### config.mk
export PLATFORM = sky130hd
export DESIGN_NAME = two_button_hold_gesture_detector_top
export DESIGN_NICKNAME = d
export VERILOG_FILES = /design/src/tbhgd_pkg.sv /design/src/two_button_hold_gesture_detector_top.sv
export SDC_FILE = /design/constraint.sdc
export NUM_CORES = 1
export LEC_CHECK = 0
export BUFFER_PORTS_ARGS = -buffer_cell sky130_fd_sc_hd__buf_4
export CAP_MARGIN = 20
export CORE_AREA = 2 2 255 257
export DETAILED_ROUTE_END_ITERATION = 12
export DIE_AREA = 0 0 257 259
export GPL_TIMING_DRIVEN = 0
export PLACE_DENSITY = 0.51
export SKIP_LAST_GASP = 1
export SLEW_MARGIN = 40
export SYNTH_ARGS = -nofsm -noshare
export SYNTH_HDL_FRONTEND = slang
export SYNTH_SLANG_ARGS = --single-unit
### constraint.sdc
create_clock -name clk -period 8.1 [get_ports clk]
set_input_delay 1.62 -clock clk [delete_from_list [all_inputs] [get_ports clk]]
set_output_delay 1.62 -clock clk [all_outputs]
set_load 0.02 [all_outputs]
### src/tbhgd_pkg.sv
// Shared constants and register codes for the two-button hold gesture detector
`default_nettype none

package tbhgd_pkg;

    localparam int TIME_WIDTH_DEF  = 48;
    localparam int CFG_WIDTH       = 32;
    localparam int CFG_INDEX_WIDTH = 3;

    localparam logic [CFG_WIDTH-1:0] MUTE_HOLD_RST   = 32'd3000000;
    localparam logic [CFG_WIDTH-1:0] FORGET_HOLD_RST = 32'd10000000;
    localparam logic [CFG_WIDTH-1:0] TAP_MIN_RST     = 32'd30000;
    localparam logic [CFG_WIDTH-1:0] TAP_MAX_RST     = 32'd1000000;
    localparam logic [CFG_WIDTH-1:0] OFF_HOLD_RST    = 32'd3000000;

    typedef enum logic [CFG_INDEX_WIDTH-1:0] {
        CFG_MUTE_HOLD   = 3'd0,
        CFG_FORGET_HOLD = 3'd1,
        CFG_TAP_MIN     = 3'd2,
        CFG_TAP_MAX     = 3'd3,
        CFG_OFF_HOLD    = 3'd4
    } cfg_index_t;

endpackage

`default_nettype wire

### src/two_button_hold_gesture_detector_top.sv
// Two-button hold gesture detector: poll register, gesture logic and result register
`default_nettype none

// Takes one button poll per cycle while not stalled and returns one result per poll: the
// poll is held in an input register, the elapsed-time subtracts and threshold compares run
// on the held poll against the gesture state, and the result lands in an output register.
// Throughput is one poll per cycle; both stages advance together whenever the result
// register is free or being taken. Threshold registers are written through the cfg channel,
// which never stalls; unknown indexes are dropped. Once power off is reached, every later
// result reports power_off alone until reset.
module two_button_hold_gesture_detector_top #(
    parameter int TIME_WIDTH = tbhgd_pkg::TIME_WIDTH_DEF
) (
    input  wire logic                                 clk,
    input  wire logic                                 rst_n,
    input  wire logic                                 in_valid,
    output logic                                      in_ready,
    input  wire logic [TIME_WIDTH-1:0]                now_us,
    input  wire logic                                 boot_pin_pressed,
    input  wire logic                                 my_boot_pressed,
    input  wire logic                                 pwr_pin_pressed,
    output logic                                      out_valid,
    input  wire logic                                 out_ready,
    output logic                                      toggle_mute,
    output logic                                      forget_controller,
    output logic                                      battery_tap,
    output logic                                      power_off,
    output logic                                      boot_active,
    input  wire logic                                 cfg_valid,
    output logic                                      cfg_ready,
    input  wire logic [tbhgd_pkg::CFG_INDEX_WIDTH-1:0] cfg_index,
    input  wire logic [tbhgd_pkg::CFG_WIDTH-1:0]      cfg_data
);

    // configuration
    logic [tbhgd_pkg::CFG_WIDTH-1:0] mute_hold_reg;
    logic [tbhgd_pkg::CFG_WIDTH-1:0] forget_hold_reg;
    logic [tbhgd_pkg::CFG_WIDTH-1:0] tap_min_reg;
    logic [tbhgd_pkg::CFG_WIDTH-1:0] tap_max_reg;
    logic [tbhgd_pkg::CFG_WIDTH-1:0] off_hold_reg;

    // input register
    logic                  req_valid_reg;
    logic [TIME_WIDTH-1:0] req_now_reg;
    logic                  req_a_reg;
    logic                  req_b_reg;

    // gesture state
    logic                  boot_armed_reg, boot_armed_next;
    logic                  pwr_armed_reg, pwr_armed_next;
    logic                  boot_timing_reg, boot_timing_next;
    logic [TIME_WIDTH-1:0] boot_start_reg, boot_start_next;
    logic                  mute_done_reg, mute_done_next;
    logic                  forget_done_reg, forget_done_next;
    logic                  pwr_timing_reg, pwr_timing_next;
    logic [TIME_WIDTH-1:0] pwr_start_reg, pwr_start_next;
    logic                  halted_reg, halted_next;

    // result register
    logic out_valid_reg;
    logic mute_reg, mute_next;
    logic forget_reg, forget_next;
    logic tap_reg, tap_next;
    logic off_reg;
    logic active_reg, active_next;

    logic                  advance;
    logic                  a_hit;
    logic                  b_hit;
    logic [TIME_WIDTH-1:0] boot_base;
    logic [TIME_WIDTH-1:0] pwr_base;
    logic [TIME_WIDTH-1:0] boot_elapsed;
    logic [TIME_WIDTH-1:0] pwr_elapsed;
    logic                  mute_prior;
    logic                  forget_prior;

    assign advance   = !out_valid_reg || out_ready;
    assign in_ready  = !req_valid_reg || advance;
    assign cfg_ready = 1'b1;

    assign out_valid         = out_valid_reg;
    assign toggle_mute       = mute_reg;
    assign forget_controller = forget_reg;
    assign battery_tap       = tap_reg;
    assign power_off         = off_reg;
    assign boot_active       = active_reg;

    always_ff @(posedge clk or negedge rst_n)
    begin
        if (!rst_n)
        begin
            mute_hold_reg   <= tbhgd_pkg::MUTE_HOLD_RST;
            forget_hold_reg <= tbhgd_pkg::FORGET_HOLD_RST;
            tap_min_reg     <= tbhgd_pkg::TAP_MIN_RST;
            tap_max_reg     <= tbhgd_pkg::TAP_MAX_RST;
            off_hold_reg    <= tbhgd_pkg::OFF_HOLD_RST;
        end
        else if (cfg_valid && cfg_ready)
        begin
            unique case (tbhgd_pkg::cfg_index_t'(cfg_index))
                tbhgd_pkg::CFG_MUTE_HOLD:   mute_hold_reg   <= cfg_data;
                tbhgd_pkg::CFG_FORGET_HOLD: forget_hold_reg <= cfg_data;
                tbhgd_pkg::CFG_TAP_MIN:     tap_min_reg     <= cfg_data;
                tbhgd_pkg::CFG_TAP_MAX:     tap_max_reg     <= cfg_data;
                tbhgd_pkg::CFG_OFF_HOLD:    off_hold_reg    <= cfg_data;
                default:                    ;
            endcase
        end
    end

    // hold the request until the gesture stage takes it
    always_ff @(posedge clk or negedge rst_n)
    begin
        if (!rst_n)
        begin
            req_valid_reg <= 1'b0;
        end
        else if (in_ready)
        begin
            req_valid_reg <= in_valid;
        end
    end

    always_ff @(posedge clk)
    begin
        if (in_valid && in_ready)
        begin
            req_now_reg <= now_us;
            req_a_reg   <= boot_pin_pressed | my_boot_pressed;
            req_b_reg   <= pwr_pin_pressed;
        end
    end

    always_comb
    begin
        a_hit        = boot_armed_reg && req_a_reg;
        b_hit        = pwr_armed_reg && req_b_reg;
        boot_base    = boot_timing_reg ? boot_start_reg : req_now_reg;
        pwr_base     = pwr_timing_reg ? pwr_start_reg : req_now_reg;
        boot_elapsed = req_now_reg - boot_base;
        pwr_elapsed  = req_now_reg - pwr_base;
        mute_prior   = boot_timing_reg && mute_done_reg;
        forget_prior = boot_timing_reg && forget_done_reg;

        boot_armed_next  = boot_armed_reg;
        pwr_armed_next   = pwr_armed_reg;
        boot_timing_next = boot_timing_reg;
        boot_start_next  = boot_start_reg;
        mute_done_next   = mute_done_reg;
        forget_done_next = forget_done_reg;
        pwr_timing_next  = pwr_timing_reg;
        pwr_start_next   = pwr_start_reg;
        halted_next      = halted_reg;
        mute_next        = 1'b0;
        forget_next      = 1'b0;
        tap_next         = 1'b0;
        active_next      = 1'b0;

        if (!halted_reg)
        begin
            boot_armed_next = boot_armed_reg || !req_a_reg;
            pwr_armed_next  = pwr_armed_reg || !req_b_reg;
            active_next     = a_hit;

            if (a_hit)
            begin
                boot_timing_next = 1'b1;
                boot_start_next  = boot_base;
                mute_next        = !mute_prior &&
                                   (boot_elapsed >= TIME_WIDTH'(mute_hold_reg));
                forget_next      = !forget_prior &&
                                   (boot_elapsed >= TIME_WIDTH'(forget_hold_reg));
                mute_done_next   = mute_prior || mute_next;
                forget_done_next = forget_prior || forget_next;
            end
            else
            begin
                boot_timing_next = 1'b0;
            end

            if (b_hit)
            begin
                pwr_timing_next = 1'b1;
                pwr_start_next  = pwr_base;
                halted_next     = pwr_elapsed >= TIME_WIDTH'(off_hold_reg);
            end
            else if (pwr_timing_reg)
            begin
                tap_next        = (pwr_elapsed > TIME_WIDTH'(tap_min_reg)) &&
                                  (pwr_elapsed < TIME_WIDTH'(tap_max_reg));
                pwr_timing_next = 1'b0;
            end
        end
    end

    // advance state and result together
    always_ff @(posedge clk or negedge rst_n)
    begin
        if (!rst_n)
        begin
            boot_armed_reg  <= 1'b0;
            pwr_armed_reg   <= 1'b0;
            boot_timing_reg <= 1'b0;
            boot_start_reg  <= '0;
            mute_done_reg   <= 1'b0;
            forget_done_reg <= 1'b0;
            pwr_timing_reg  <= 1'b0;
            pwr_start_reg   <= '0;
            halted_reg      <= 1'b0;
            out_valid_reg   <= 1'b0;
        end
        else if (advance)
        begin
            out_valid_reg <= req_valid_reg;
            if (req_valid_reg)
            begin
                boot_armed_reg  <= boot_armed_next;
                pwr_armed_reg   <= pwr_armed_next;
                boot_timing_reg <= boot_timing_next;
                boot_start_reg  <= boot_start_next;
                mute_done_reg   <= mute_done_next;
                forget_done_reg <= forget_done_next;
                pwr_timing_reg  <= pwr_timing_next;
                pwr_start_reg   <= pwr_start_next;
                halted_reg      <= halted_next;
            end
        end
    end

    always_ff @(posedge clk)
    begin
        if (advance && req_valid_reg)
        begin
            mute_reg   <= mute_next;
            forget_reg <= forget_next;
            tap_reg    <= tap_next;
            off_reg    <= halted_next;
            active_reg <= active_next;
        end
    end

endmodule

`default_nettype wire

==> impl_results.md <==
- Status: completed
- WP data required: 8.37 ns
- Final setup margin: 0.726 ns
- Final period util: 91.0%
- Fin Clk Skew: 0.0321 ns
- Synth Area in XOR/XNOR: 2.77%
- CTS clock-pin slew for the worst setup and hold paths: 0.06 ns
- Total GRT Usage: 20.2%
- Pre-CTS WS: 0.710 ns
- Fmax achieved: 0.136 GHz
- Power density over the cells: 404 nW/um^2
- Initial Util: 34.6%
- Synth warn: 0
- Area Overhead vs Synth: 15.5%
- Synth Area in Compound Gates: 19.7%
- P_leak: 11.1 nW
- DR pass1 iterations: 7
- Placer Congestion: 0.906
- Hold Crit Class: reg2reg
- FF+latch count, synth: 320
- CTS root buf: clkbuf_16
- RSZ-0062 raised after global routing: no
- Min Hold Slack: 0.473 ns
- Post-CTS Resized: 0
- Simple-gate share of the synthesized area: 13.9%
- I/O pin total: 99
- Routed vias/inst: 5.36
- Final worst path period need: 7.37 ns
- Gr busiest metal: met2
- Antenna violations before repair: 0
- Post-synth top area cell: dfrtp_1
- Max Cap Violations: 0
- Final Max Tran Viols: 0
- IO Port Bufs: 97
- Met1 GRT Util: 29.1%
- Relative slew slack: 37.8%
- Mapped cell area: 22,100 um^2
- Post-synth EDFFs: 55
- Multiplexer area fraction after synthesis: 6.48%
- Post-synthesis cell count: 2,455
- Syn Area/Cell: 9.01 um^2
- Layout cells sized above 1: 11.4%
- GRT met3 Usage: 2.26%
- Sequential-to-total area share from yosys stat: 37.7%
- CTS Sinks: 320
- Count of different cell masters after synthesis: 81
- Antenna-violating nets left: 0
- Setup TNS: 0 ns
- Vias in the first global route: 18,500
- Nets: 2,948
- Non-Filler Instances: 3,488
- Placed cell count: 3,414
- Die ar.: 66,600 um^2
- Most used flip-flop cell after synthesis: dfrtp_1
- DR WL/cell: 19.5 um
- Synth top area share: 25.2%
- Global route overflow: 0
- First-pass GRT wire length: 106,000 um
- Worst setup SP type: flip-flop
- CTS max path bufs: 3
- Die H: 259 um
- Antenna cells: 0
- Worst-Margin Slew: 0.925 ns
- Drt total wl: 68,100 um
- Filler cells: 6,325
- CP Capture Type: flip-flop
- Syn nets: 2,802
- Worst path arrival time: 7.65 ns
- Die Wd: 257 um
- Met2 usage: 31.5%
- Reg-to-reg slack, setup: 0.73 ns
- DP Wirelength: 55,000 um
- Num CTS Buffers: 40
- CTS H-tree lvls: 2
- Ranking of synthesized cells by area: dfrtp_1, ha_1, edfxtp_1, a21oi_1, dfstp_2
- Post-CTS Hold Buffers: 0
- # setup viols final: 0
- Largest family of logic cells by synthesized area: compound AO/OA/AOI/OAI gates
- Post-CTS Setup Bufs: 0
- Largest net degree at the start of global routing: 74
- Worst Path Max Fanout: 10
- CTS tree: done
- Routed vias: 18,700
- Skew-Pair Late Insertion Delay: 0.58 ns
- Layout Utilization: 40.0%
- Initial DRC Count: 1,205
- Site Rows: 93
- # DRC: 0
- Worst ir drop on vdd: 0.183 mV
- Core area: 63,900 um^2
- WS Path Type: reg2reg
- Post-Synth Adder-Cell Area: 14.5%
- Ys async rst share: 82.8%
- Fin. Hold Viols: 0
[cell usage after synthesis, types with 4 or more instances]
cell	instances
a211o_1	5
xor2_1	26
mux2i_1	96
a21o_1	74
a21oi_1	254
and2_1	7
o21bai_1	9
o22ai_1	4
nor4_1	11
nor3_1	36
o41ai_1	4
a221o_1	4
o31ai_1	7
o21a_1	31
a2111oi_0	5
o21ai_1	8
a31oi_1	12
o211ai_1	19
or3_1	4
or2_2	5
and3_1	8
buf_1	10
nor2b_1	18
and4_1	5
dfrtp_1	223
mux2_2	42
nand2_1	245
nand2b_1	18
buf_2	11
dfstp_2	42
or4_1	8
edfxtp_1	55
a211oi_1	21
o21ai_0	216
nand3_1	28
ha_1	254
o2111ai_1	9
nor2_1	194
inv_1	173
a21boi_0	6
xnor2_1	44
clkbuf_1	77
nand4_1	63
a221oi_1	5
[report_power, final]
part | internal, W | switching (W)
registers | 0.00212 | 0.000209
logic | 0.00234 | 0.00373
clock network | 0.00118 | 0.000750
[stage by stage]
step / instance area, um^2 / total power, W
2_1_floorplan: 22100 / 0.00656
3_3_place_gp: 23900 / 0.00819
3_5_place_dp: 24100 / 0.00834
4_1_cts: 25500 / 0.0103
5_1_grt: 25500 / 0.0112
6_report: 25500 / 0.0103
[worst paths after layout]
| check | startpoint | endpoint | cells after the start |
|---|---|---|---|
| worst max register to register | pwr_timing_reg | power_off | 24 |
| max in group asynchronous | rst_n | forget_hold_reg[23] | 4 |
| worst max-delay path | pwr_timing_reg | power_off | 24 |
| worst min register to register | boot_armed_reg | boot_armed_reg | 1 |
| min in group asynchronous | rst_n | boot_start_reg[3] | 1 |
| worst min-delay path | boot_armed_reg | boot_armed_reg | 1 |
[area by class of cell]
| type | count | area [um^2] | area share, % |
|---|---|---|---|
| Sequential cell | 320 | 8340 | 32.6 |
| Inverter | 173 | 649 | 2.54 |
| Tap cell | 855 | 1070 | 4.19 |
| Buffer | 104 | 438 | 1.71 |
| Multi-Input combinational cell | 1858 | 12700 | 49.8 |
| Clock buffer | 57 | 1180 | 4.60 |
| Clock inverter | 17 | 267 | 1.04 |
| Timing Repair Buffer | 104 | 876 | 3.43 |
[logic make-up after synthesis]
family / Yosys count
compound gates: 726
simple gates: 667
flops: 320
buf+inv: 277
fa+ha+maj: 256
mux: 138
xor+xnor: 70
other cells: 1
[layout by cell type, fill, tap and decap left out, drive strengths merged, types with 6 or more instances in the layout]
| master | n |
|---|---|
| xnor2 | 44 |
| and2 | 7 |
| nand2 | 245 |
| nor2b | 18 |
| o21ai | 225 |
| dfrtp | 223 |
| a21oi | 257 |
| a21o | 74 |
| ha | 254 |
| clkinv | 9 |
| buf | 130 |
| o21bai | 9 |
| nand3 | 28 |
| mux2 | 42 |
| nand2b | 18 |
| a21boi | 6 |
| nor2 | 194 |
| o31ai | 8 |
| mux2i | 96 |
| o211ai | 20 |
| inv | 175 |
| a31oi | 12 |
| edfxtp | 55 |
| xor2 | 26 |
| dfstp | 42 |
| o21a | 31 |
| nand4 | 64 |
| nor3 | 38 |
| or4 | 9 |
| and3 | 8 |
| nor4 | 12 |
| o2111ai | 9 |
| or2 | 6 |
| clkbuf | 135 |
| a211oi | 23 |
[metal layers]
metal,wire [um],vias up
li1,-,9131
met4,2200,0
met5,0,-
met2,29500,401
met3,2780,96
met1,33600,9052
[worst max-delay path: stages (launching register included)]
cell	delay, ns
dfrtp_1	0.33
clkbuf_1	0.30
buf_1	0.60
mux2i_1	0.29
fa_1	0.50
a211o_1	0.33
and4_1	0.21
o31a_1	0.25
o21ai_0	0.15
nand2b_1	0.11
a21oi_1	0.29
o21bai_1	0.15
a21o_1	0.20
a21oi_1	0.17
xnor2_1	0.33
ha_1	0.37
a21o_1	0.16
a21oi_1	0.30
nand2_1	0.14
a21oi_1	0.14
o21ai_0	0.23
a21oi_1	0.43
o2111ai_1	0.20
nor4_2	0.72
nor2_1	0.14
No activity file was read; power rests on OpenSTA's default activity.
